**config.mk**
```make
export PLATFORM = sky130hd
export DESIGN_NAME = json_string_unescape_utf8_core
export DESIGN_NICKNAME = d
export VERILOG_FILES = /design/src/design/jsu_pkg.sv /design/src/design/jsu_utf8_enc.sv /design/src/design/json_string_unescape_utf8_core.sv
export SDC_FILE = /design/constraint.sdc
export NUM_CORES = 1
export LEC_CHECK = 0
export BUFFER_PORTS_ARGS = -buffer_cell sky130_fd_sc_hd__buf_2
export CAP_MARGIN = 20
export CORE_UTILIZATION = 41
export CTS_CLUSTER_SIZE = 12
export DETAILED_ROUTE_END_ITERATION = 16
export GPL_TIMING_DRIVEN = 0
export PLACE_DENSITY = 0.66
export SETUP_SLACK_MARGIN = 0.3
export SLEW_MARGIN = 10
export SYNTH_ARGS = -nofsm -noshare
export SYNTH_HDL_FRONTEND = slang
export SYNTH_SLANG_ARGS = --single-unit
```
**constraint.sdc**
```tcl
create_clock -name clk -period 6.2 [get_ports clk]
set_clock_uncertainty 0.2 [all_clocks]
set_input_delay 0.93 -clock clk [delete_from_list [all_inputs] [get_ports clk]]
set_output_delay 0.93 -clock clk [all_outputs]
set_load 0.05 [all_outputs]
```
**src/design/jsu_pkg.sv**
```systemverilog
// ---------------------------------------------------------------------------
// jsu_pkg
// Shared types and constants for the JSON string unescaper.
// ---------------------------------------------------------------------------
package jsu_pkg;

  // decoder mode between input bytes
  typedef enum logic [1:0] {
    MODE_TEXT = 2'd0,
    MODE_ESC  = 2'd1,
    MODE_NUM  = 2'd2
  } esc_mode_t;

  localparam int MAX_RESULTS = 7;
  localparam int UTF8_MAX    = 6;
  localparam int ACC_W       = 31;

  localparam logic [ACC_W-1:0] ACC_MAX = 31'h7FFF_FFFF;

  // special characters
  localparam logic [7:0] CHAR_NUL       = 8'h00;
  localparam logic [7:0] CHAR_QUOTE     = 8'h22;
  localparam logic [7:0] CHAR_SLASH     = 8'h2F;
  localparam logic [7:0] CHAR_BACKSLASH = 8'h5C;
  localparam logic [7:0] CHAR_ZERO      = 8'h30;
  localparam logic [7:0] CHAR_SEVEN     = 8'h37;
  localparam logic [7:0] CHAR_NINE      = 8'h39;
  localparam logic [7:0] CHAR_LA        = 8'h61;
  localparam logic [7:0] CHAR_LF        = 8'h66;
  localparam logic [7:0] CHAR_UA        = 8'h41;
  localparam logic [7:0] CHAR_UF        = 8'h46;
  localparam logic [7:0] CHAR_U         = 8'h75;
  localparam logic [7:0] CHAR_B         = 8'h62;
  localparam logic [7:0] CHAR_T         = 8'h74;
  localparam logic [7:0] CHAR_N         = 8'h6E;
  localparam logic [7:0] CHAR_V         = 8'h76;
  localparam logic [7:0] CHAR_R         = 8'h72;

  // encoded utf-8 sequence, byte 0 goes out first
  typedef struct packed {
    logic [2:0]                    len;
    logic [UTF8_MAX-1:0][7:0]      bytes;
  } utf8_seq_t;

endpackage

```
**src/design/jsu_utf8_enc.sv**
```systemverilog
// ---------------------------------------------------------------------------
// jsu_utf8_enc
// Encodes a 31-bit code point as 1 to 6 bytes of extended UTF-8.
// ---------------------------------------------------------------------------
module jsu_utf8_enc
  import jsu_pkg::*;
(
  input  logic [ACC_W-1:0] cp,
  output utf8_seq_t        seq
);

  logic [2:0]      tail;
  logic [4:0][5:0] sixes;
  logic [7:0]      lead;

  // number of continuation bytes
  always_comb begin
    if (cp < 31'h80) begin
      tail = 3'd0;
    end else if (cp < 31'h800) begin
      tail = 3'd1;
    end else if (cp < 31'h1_0000) begin
      tail = 3'd2;
    end else if (cp < 31'h20_0000) begin
      tail = 3'd3;
    end else if (cp < 31'h400_0000) begin
      tail = 3'd4;
    end else begin
      tail = 3'd5;
    end
  end

  // six-bit groups of the code point
  always_comb begin
    for (int k = 0; k < 5; k++) begin
      sixes[k] = cp[6*k +: 6];
    end
  end

  // lead byte
  always_comb begin
    case (tail)
      3'd0:    lead = {1'b0, cp[6:0]};
      3'd1:    lead = 8'hC0 | {3'b000, cp[10:6]};
      3'd2:    lead = 8'hE0 | {4'b0000, cp[15:12]};
      3'd3:    lead = 8'hF0 | {5'b00000, cp[20:18]};
      3'd4:    lead = 8'hF8 | {6'b000000, cp[25:24]};
      default: lead = 8'hFC | {7'b0000000, cp[30]};
    endcase
  end

  // lead then continuation bytes, high group first
  always_comb begin
    seq.len   = tail + 3'd1;
    seq.bytes = '0;
    seq.bytes[0] = lead;
    for (int j = 1; j < UTF8_MAX; j++) begin
      if (3'(j) <= tail) begin
        seq.bytes[j] = 8'h80 | {2'b00, sixes[3'(tail - 3'(j))]};
      end
    end
  end

endmodule

```
**src/design/json_string_unescape_utf8_core.sv**
```systemverilog
// ---------------------------------------------------------------------------
// json_string_unescape_utf8_core
// JSON string body unescaper with extended UTF-8 output.
// ---------------------------------------------------------------------------
// Feed the bytes of a string body, after the opening quote, on in_byte with
// in_valid/in_ready. Each input transfer yields 0 to 7 results on out_byte,
// end_of_string and last_of_run with out_valid/out_ready; last_of_run marks
// the final result of one input byte, end_of_string marks the closing quote
// or NUL (out_byte is then zero) and the decoder is ready for a new body.
// Results are registered and show in the cycle after their input transfer.
// Throughput: one input byte per cycle while each byte gives at most one
// result and the receiver takes every result. A byte giving n results
// holds the output run register until all n have left, and the next byte is
// taken in the cycle its last result leaves. Bytes that give no result
// (backslash, escape openers, digits) leave the run register empty. On a
// stall the run register holds and in_ready stays low while it holds a result.
// Reset (rst, synchronous) returns the decoder to plain text and empties
// the run register.
// ---------------------------------------------------------------------------
module json_string_unescape_utf8_core
  import jsu_pkg::*;
(
  input  logic       clk,
  input  logic       rst,
  input  logic [7:0] in_byte,
  input  logic       in_valid,
  output logic       in_ready,
  output logic [7:0] out_byte,
  output logic       end_of_string,
  output logic       last_of_run,
  output logic       out_valid,
  input  logic       out_ready
);

  // decoder state
  esc_mode_t        mode, mode_next;
  logic             number_is_hex, number_is_hex_next;
  logic [ACC_W-1:0] acc, acc_next;

  // output run register
  logic [MAX_RESULTS-1:0][7:0] run_bytes;
  logic [2:0]                  run_cnt;
  logic                        run_eos;

  // results of the byte at the input
  logic [MAX_RESULTS-1:0][7:0] res_bytes;
  logic [2:0]                  res_cnt;
  logic                        res_eos;

  logic in_fire, out_fire;
  logic p_end, p_bs;
  logic [7:0] mapped;
  logic       mapped_ok;
  logic       digit_ok;
  logic [3:0] digit;
  utf8_seq_t  seq;

  assign in_fire  = in_valid && in_ready;
  assign out_fire = out_valid && out_ready;
  assign in_ready = (run_cnt == 3'd0) || ((run_cnt == 3'd1) && out_ready);

  // plain text classes
  assign p_end = (in_byte == CHAR_QUOTE) || (in_byte == CHAR_NUL);
  assign p_bs  = (in_byte == CHAR_BACKSLASH);

  // single-character escapes
  always_comb begin
    mapped_ok = 1'b1;
    case (in_byte)
      CHAR_QUOTE:     mapped = CHAR_QUOTE;
      CHAR_SLASH:     mapped = CHAR_SLASH;
      CHAR_BACKSLASH: mapped = CHAR_BACKSLASH;
      CHAR_LA:        mapped = 8'd7;
      CHAR_B:         mapped = 8'd8;
      CHAR_T:         mapped = 8'd9;
      CHAR_N:         mapped = 8'd10;
      CHAR_V:         mapped = 8'd11;
      CHAR_LF:        mapped = 8'd12;
      CHAR_R:         mapped = 8'd13;
      default: begin
        mapped    = 8'd0;
        mapped_ok = 1'b0;
      end
    endcase
  end

  // digit decode in the current base
  always_comb begin
    digit_ok = 1'b0;
    digit    = 4'd0;
    if (number_is_hex) begin
      if (in_byte >= CHAR_ZERO && in_byte <= CHAR_NINE) begin
        digit_ok = 1'b1;
        digit    = 4'(in_byte - CHAR_ZERO);
      end else if (in_byte >= CHAR_LA && in_byte <= CHAR_LF) begin
        digit_ok = 1'b1;
        digit    = 4'(in_byte - CHAR_LA + 8'd10);
      end else if (in_byte >= CHAR_UA && in_byte <= CHAR_UF) begin
        digit_ok = 1'b1;
        digit    = 4'(in_byte - CHAR_UA + 8'd10);
      end
    end else if (in_byte >= CHAR_ZERO && in_byte <= CHAR_SEVEN) begin
      digit_ok = 1'b1;
      digit    = 4'(in_byte - CHAR_ZERO);
    end
  end

  jsu_utf8_enc u_enc (
    .cp  (acc),
    .seq (seq)
  );

  // next decoder state
  always_comb begin
    mode_next          = mode;
    number_is_hex_next = number_is_hex;
    acc_next           = acc;
    case (mode)
      MODE_ESC: begin
        mode_next = MODE_TEXT;
        if (in_byte == CHAR_NUL) begin
          number_is_hex_next = 1'b0;
          acc_next           = '0;
        end else if (in_byte == CHAR_ZERO || in_byte == CHAR_U) begin
          mode_next          = MODE_NUM;
          number_is_hex_next = (in_byte == CHAR_U);
          acc_next           = '0;
        end
      end
      MODE_NUM: begin
        if (digit_ok) begin
          if (number_is_hex) begin
            acc_next = (|acc[30:27]) ? ACC_MAX : {acc[26:0], digit};
          end else begin
            acc_next = (|acc[30:28]) ? ACC_MAX : {acc[27:0], digit[2:0]};
          end
        end else begin
          number_is_hex_next = 1'b0;
          acc_next           = '0;
          mode_next          = p_bs ? MODE_ESC : MODE_TEXT;
        end
      end
      default: begin
        if (p_end) begin
          mode_next          = MODE_TEXT;
          number_is_hex_next = 1'b0;
          acc_next           = '0;
        end else begin
          mode_next = p_bs ? MODE_ESC : MODE_TEXT;
        end
      end
    endcase
  end

  // result list of the byte at the input
  always_comb begin
    res_bytes = '0;
    res_cnt   = 3'd0;
    res_eos   = 1'b0;
    case (mode)
      MODE_ESC: begin
        if (in_byte == CHAR_NUL) begin
          res_cnt = 3'd1;
          res_eos = 1'b1;
        end else if (mapped_ok) begin
          res_cnt      = 3'd1;
          res_bytes[0] = mapped;
        end
      end
      MODE_NUM: begin
        if (!digit_ok) begin
          for (int i = 0; i < UTF8_MAX; i++) begin
            if (3'(i) < seq.len) begin
              res_bytes[i] = seq.bytes[i];
            end
          end
          res_cnt = seq.len;
          if (p_end) begin
            res_bytes[seq.len] = 8'd0;
            res_eos            = 1'b1;
            res_cnt            = seq.len + 3'd1;
          end else if (!p_bs) begin
            res_bytes[seq.len] = in_byte;
            res_cnt            = seq.len + 3'd1;
          end
        end
      end
      default: begin
        if (p_end) begin
          res_cnt = 3'd1;
          res_eos = 1'b1;
        end else if (!p_bs) begin
          res_cnt      = 3'd1;
          res_bytes[0] = in_byte;
        end
      end
    endcase
  end

  // decoder state registers
  always_ff @(posedge clk) begin
    if (rst) begin
      mode          <= MODE_TEXT;
      number_is_hex <= 1'b0;
      acc           <= '0;
    end else if (in_fire) begin
      mode          <= mode_next;
      number_is_hex <= number_is_hex_next;
      acc           <= acc_next;
    end
  end

  // run count
  always_ff @(posedge clk) begin
    if (rst) begin
      run_cnt <= 3'd0;
    end else if (in_fire) begin
      run_cnt <= res_cnt;
    end else if (out_fire) begin
      run_cnt <= run_cnt - 3'd1;
    end
  end

  // run payload, shifted down on each output transfer
  always_ff @(posedge clk) begin
    if (in_fire) begin
      run_bytes <= res_bytes;
      run_eos   <= res_eos;
    end else if (out_fire) begin
      for (int i = 0; i < MAX_RESULTS - 1; i++) begin
        run_bytes[i] <= run_bytes[i+1];
      end
      run_bytes[MAX_RESULTS-1] <= 8'd0;
    end
  end

  assign out_valid     = (run_cnt != 3'd0);
  assign out_byte      = run_bytes[0];
  assign last_of_run   = (run_cnt == 3'd1);
  assign end_of_string = run_eos && (run_cnt == 3'd1);

  // checks
  a_eos_last: assert property (@(posedge clk) disable iff (rst)
    (out_valid && end_of_string) |-> last_of_run)
    else $error("end of string not on last result");

  a_eos_zero: assert property (@(posedge clk) disable iff (rst)
    (out_valid && end_of_string) |-> (out_byte == 8'd0))
    else $error("end of string carries data");

  a_eos_text: assert property (@(posedge clk) disable iff (rst)
    (out_fire && end_of_string) |-> (mode == MODE_TEXT && acc == '0))
    else $error("decoder not cleared at end of string");

  a_take_run: assert property (@(posedge clk) disable iff (rst)
    (in_fire && res_cnt != 3'd0) |=> (out_valid && run_cnt == $past(res_cnt)))
    else $error("result run not loaded");

endmodule

```
==> flow_summary_export.csv <==
group,metric,value,unit
timing,tightestPinTransition,1.04,ns
routing,first_pass_iters,6,
clock_network,cts-buffers-inserted,9,
timing,fin_crit,5.65,ns
floorplan,design.die.area,0.0177,mm^2
global_route,grt_use_met2,41.2,%
synthesis,synth_edf_count,57,
clock_network,cts_buffer_depth,2,
floorplan,die_h,133,um
place,dp_hpwl,17400,um
worst_setup_path,worstSetupStartpointType,"register",
timing,fin_ws,0.551,ns
power,power,0.00240,W
place,place_congestion,0.957,
clock_network,cts_sinks,94,
global_route,use_met3,4.56,%
final_layout,syn2layout_area_growth,10.0,%
synthesis,ys_ff_latch,94,
synthesis,synthCells,802,
final_layout,final_common_cell,"nand2_1",
power,p_per_area,310,mW/mm^2
power,clkPwrFrac,24.3,%
final_layout,finalNetCount,870,
final_layout,seq_area,0.00245,mm^2
hold_path,hold_class,"register to register",
timing,finalSetupTns,0,ns
routing,drt_iter0_markers,931,
run_status,outcome,"finished clean",
timing,slew_headroom,30.1,%
timing,hold_viol_final,0,
routing,ant_nets,0,
place,port-buffer-count,22,
power,comb_power_share,33.4,%
global_route,antenna_found_initial,0,
place,post_dp_cell_area,0.00743,mm^2
power,p_switching,0.000869,W
global_route,use_met1,37.6,%
floorplan,io_pins,24,
clock_network,insertion_delay,0.37,ns
clock_network,htreeDepth,3,
timing,drv_slew,0,
power,ir_worst_vdd,0.388,mV
floorplan,die_w,133,um
floorplan,initial_core_util,42.2,%
synthesis,synth.avg_cell_area,8.76,um^2
routing,drc_errors,0,
worst_setup_path,crit_type,"register to register",
worst_setup_path,reg2reg_depth,15,
final_layout,final_cell_area,0.00773,mm^2
worst_setup_path,arrival,5.57,ns
clock_network,path_clk_slew,0.08,ns
synthesis,ys_seq_area_share,34.9,%
worst_setup_path,path_max_fanout,12,
synthesis,async_reset_ff_share,0,%
timing,finalSetupViolCount,0,
global_route,grt_overflow,0,
power,p_int,0.00153,W
clock_network,cts_hold_buf,0,
routing,wl,24100,um
timing,rsz0062_at_grt,"no",
power,leakage,2.67,nW
routing,wl_per_cell,22.7,um
final_layout,antenna_cells,0,
global_route,grt_max_degree,31,
place,post-place-ws,0.619,ns
global_route,grt_pass1_wl,37300,um
clock_network,cts_tree,"done",
worst_setup_path,end_kind,"register",
hold_path,min_delay_path_depth,2,
synthesis,synth_ff_type,"edfxtp_1",
worst_setup_path,cp.required,6.12,ns
floorplan,rows,47,
synthesis,synthDistinctLibCells,83,
final_layout,fillCellCount,1649,
final_layout,multi_input_area,0.00406,mm^2
timing,fin_crit_sh,91.1,%
timing,fmax,177,MHz
global_route,gr-max-usage-layer,"met2",
synthesis,syn-num-nets,835,
routing,vias,7044,
synthesis,netlist_area,0.00702,mm^2
global_route,grt_use_total,27.5,%
power,swShare,36.2,%
synthesis,ys_warn_count,0,
power,pwr-share-seq,42.3,%
final_layout,drive_gt1_share,12.7,%
floorplan,core-area,0.0166,mm^2
clock_network,clockRootBuffer,"clkbuf_16",
routing,vias_per_cell,6.63,
global_route,first_global_vias,6570,
job,maxCapViolCount,0,
final_layout,layout_common_cells,"nand2_1, a21oi_1, edfxtp_1, clkbuf_1, nor2_1",
## flip-flops by register name (all words and copies together) (netlist names)
register	cells
out_byte	8
run_bytes	48
run_cnt	3
number_is_hex	1
run_eos	1
acc	31
mode	2
## what timing repair did
item | in CTS | in global routing
endpoints found under the setup margin | 0 | 3
setup buffers | 0 | 0
gates resized for setup | 0 | 2
## cell families after synthesis
family / count (synthesis) / synth area share [%]
AO/OA/AOI/OAI: 290 / 29.5
AND/OR/NAND/NOR: 258 / 18.4
buffers and inverters: 106 / 7.25
flip-flops: 94 / 34.9
multiplexers: 28 / 5.47
adder cells (fa/ha/maj): 21 / 3.74
XOR/XNOR: 5 / 0.624
## Yosys cell counts, drive strengths merged, types with 14 or more instances
library cell / instances / area share (%)
nand2: 95 / 5.1
a21oi: 73 / 5.4
edfxtp: 57 / 24
clkbuf: 55 / 2.9
nor2: 48 / 2.8
dfxtp: 37 / 11
o221ai: 37 / 4.6
buf: 32 / 3.2
o21ai: 32 / 2.3
a22oi: 27 / 2.9
nand3: 23 / 1.6
ha: 21 / 3.7
inv: 17 / 0.98
and2: 16 / 1.4
nor3: 16 / 1.2
a211oi: 14 / 1.7
nor2b: 14 / 1.2
## area by class of cell
class                   count  share of cell area [%]
plain buffers              87                    5.62
clock buffers               9                    2.91
clock inverters             7                   0.907
inverters                  19                   0.988
multi-input cells         602                    52.5
flip-flops and latches     94                    31.7
well taps                 220                    3.56
repair buffers             24                    1.73
## power by group through the flow
stage | Clock (W) | Combinational, W | Sequential [W]
floorplan | 0 | 0.000597 | 0.00101
global placement | 0 | 0.000777 | 0.00103
detailed placement | 0 | 0.000800 | 0.00103
CTS | 0.000584 | 0.000801 | 0.00101
global route | 0.000605 | 0.000867 | 0.00103
finish | 0.000583 | 0.000802 | 0.00101
## path summary, 6_finish.rpt
path                        endpoint  slack (ns)                 start
min reg2reg     mode[0]$_SDFFE_PP0P_        0.29  mode[0]$_SDFFE_PP0P_
max          run_bytes[29]$_DFFE_PP_        0.55  acc[14]$_SDFFE_PP0P_
min             mode[0]$_SDFFE_PP0P_        0.29  mode[0]$_SDFFE_PP0P_
max reg2reg  run_bytes[29]$_DFFE_PP_        0.55  acc[14]$_SDFFE_PP0P_
## worst max-delay path, stage by stage, from the launching register on
cell and delay (ns):
dfxtp_1 0.30, clkbuf_1 0.27, or4_4 0.56, or3_1 0.37, buf_6 0.15, a21oi_4 0.36
nor2_8 0.11, buf_6 0.19, ha_1 0.36, buf_1 0.49, clkbuf_2 0.38, clkbuf_1 0.54
clkbuf_1 0.54, mux4_2 0.41, nand2_1 0.12, nand2_1 0.05
## stage by stage
| step | utilization, % | cells | hold WS, ns |
|---|---|---|---|
| 3_5_place_dp | 44.7 | 1046 | 0.282 |
| 5_1_grt | 46.4 | 1062 | 0.308 |
| 6_report | 46.4 | 1062 | 0.294 |
| 2_1_floorplan | - | 802 | 0.249 |
| 3_3_place_gp | 44.5 | 1044 | 0.264 |
| 4_1_cts | 46.4 | 1062 | 0.297 |
## metal layers
metal  wire [um]  share of wire (%)  vias to the layer above
met1       10000                 42                     3343
met5           0                  0                        -
met4        1320                5.5                        0
met2       10400                 43                      464
met3        2370                9.9                      103
li1            -                  -                     3134
Note: power is estimated with default switching activity, not from simulation.
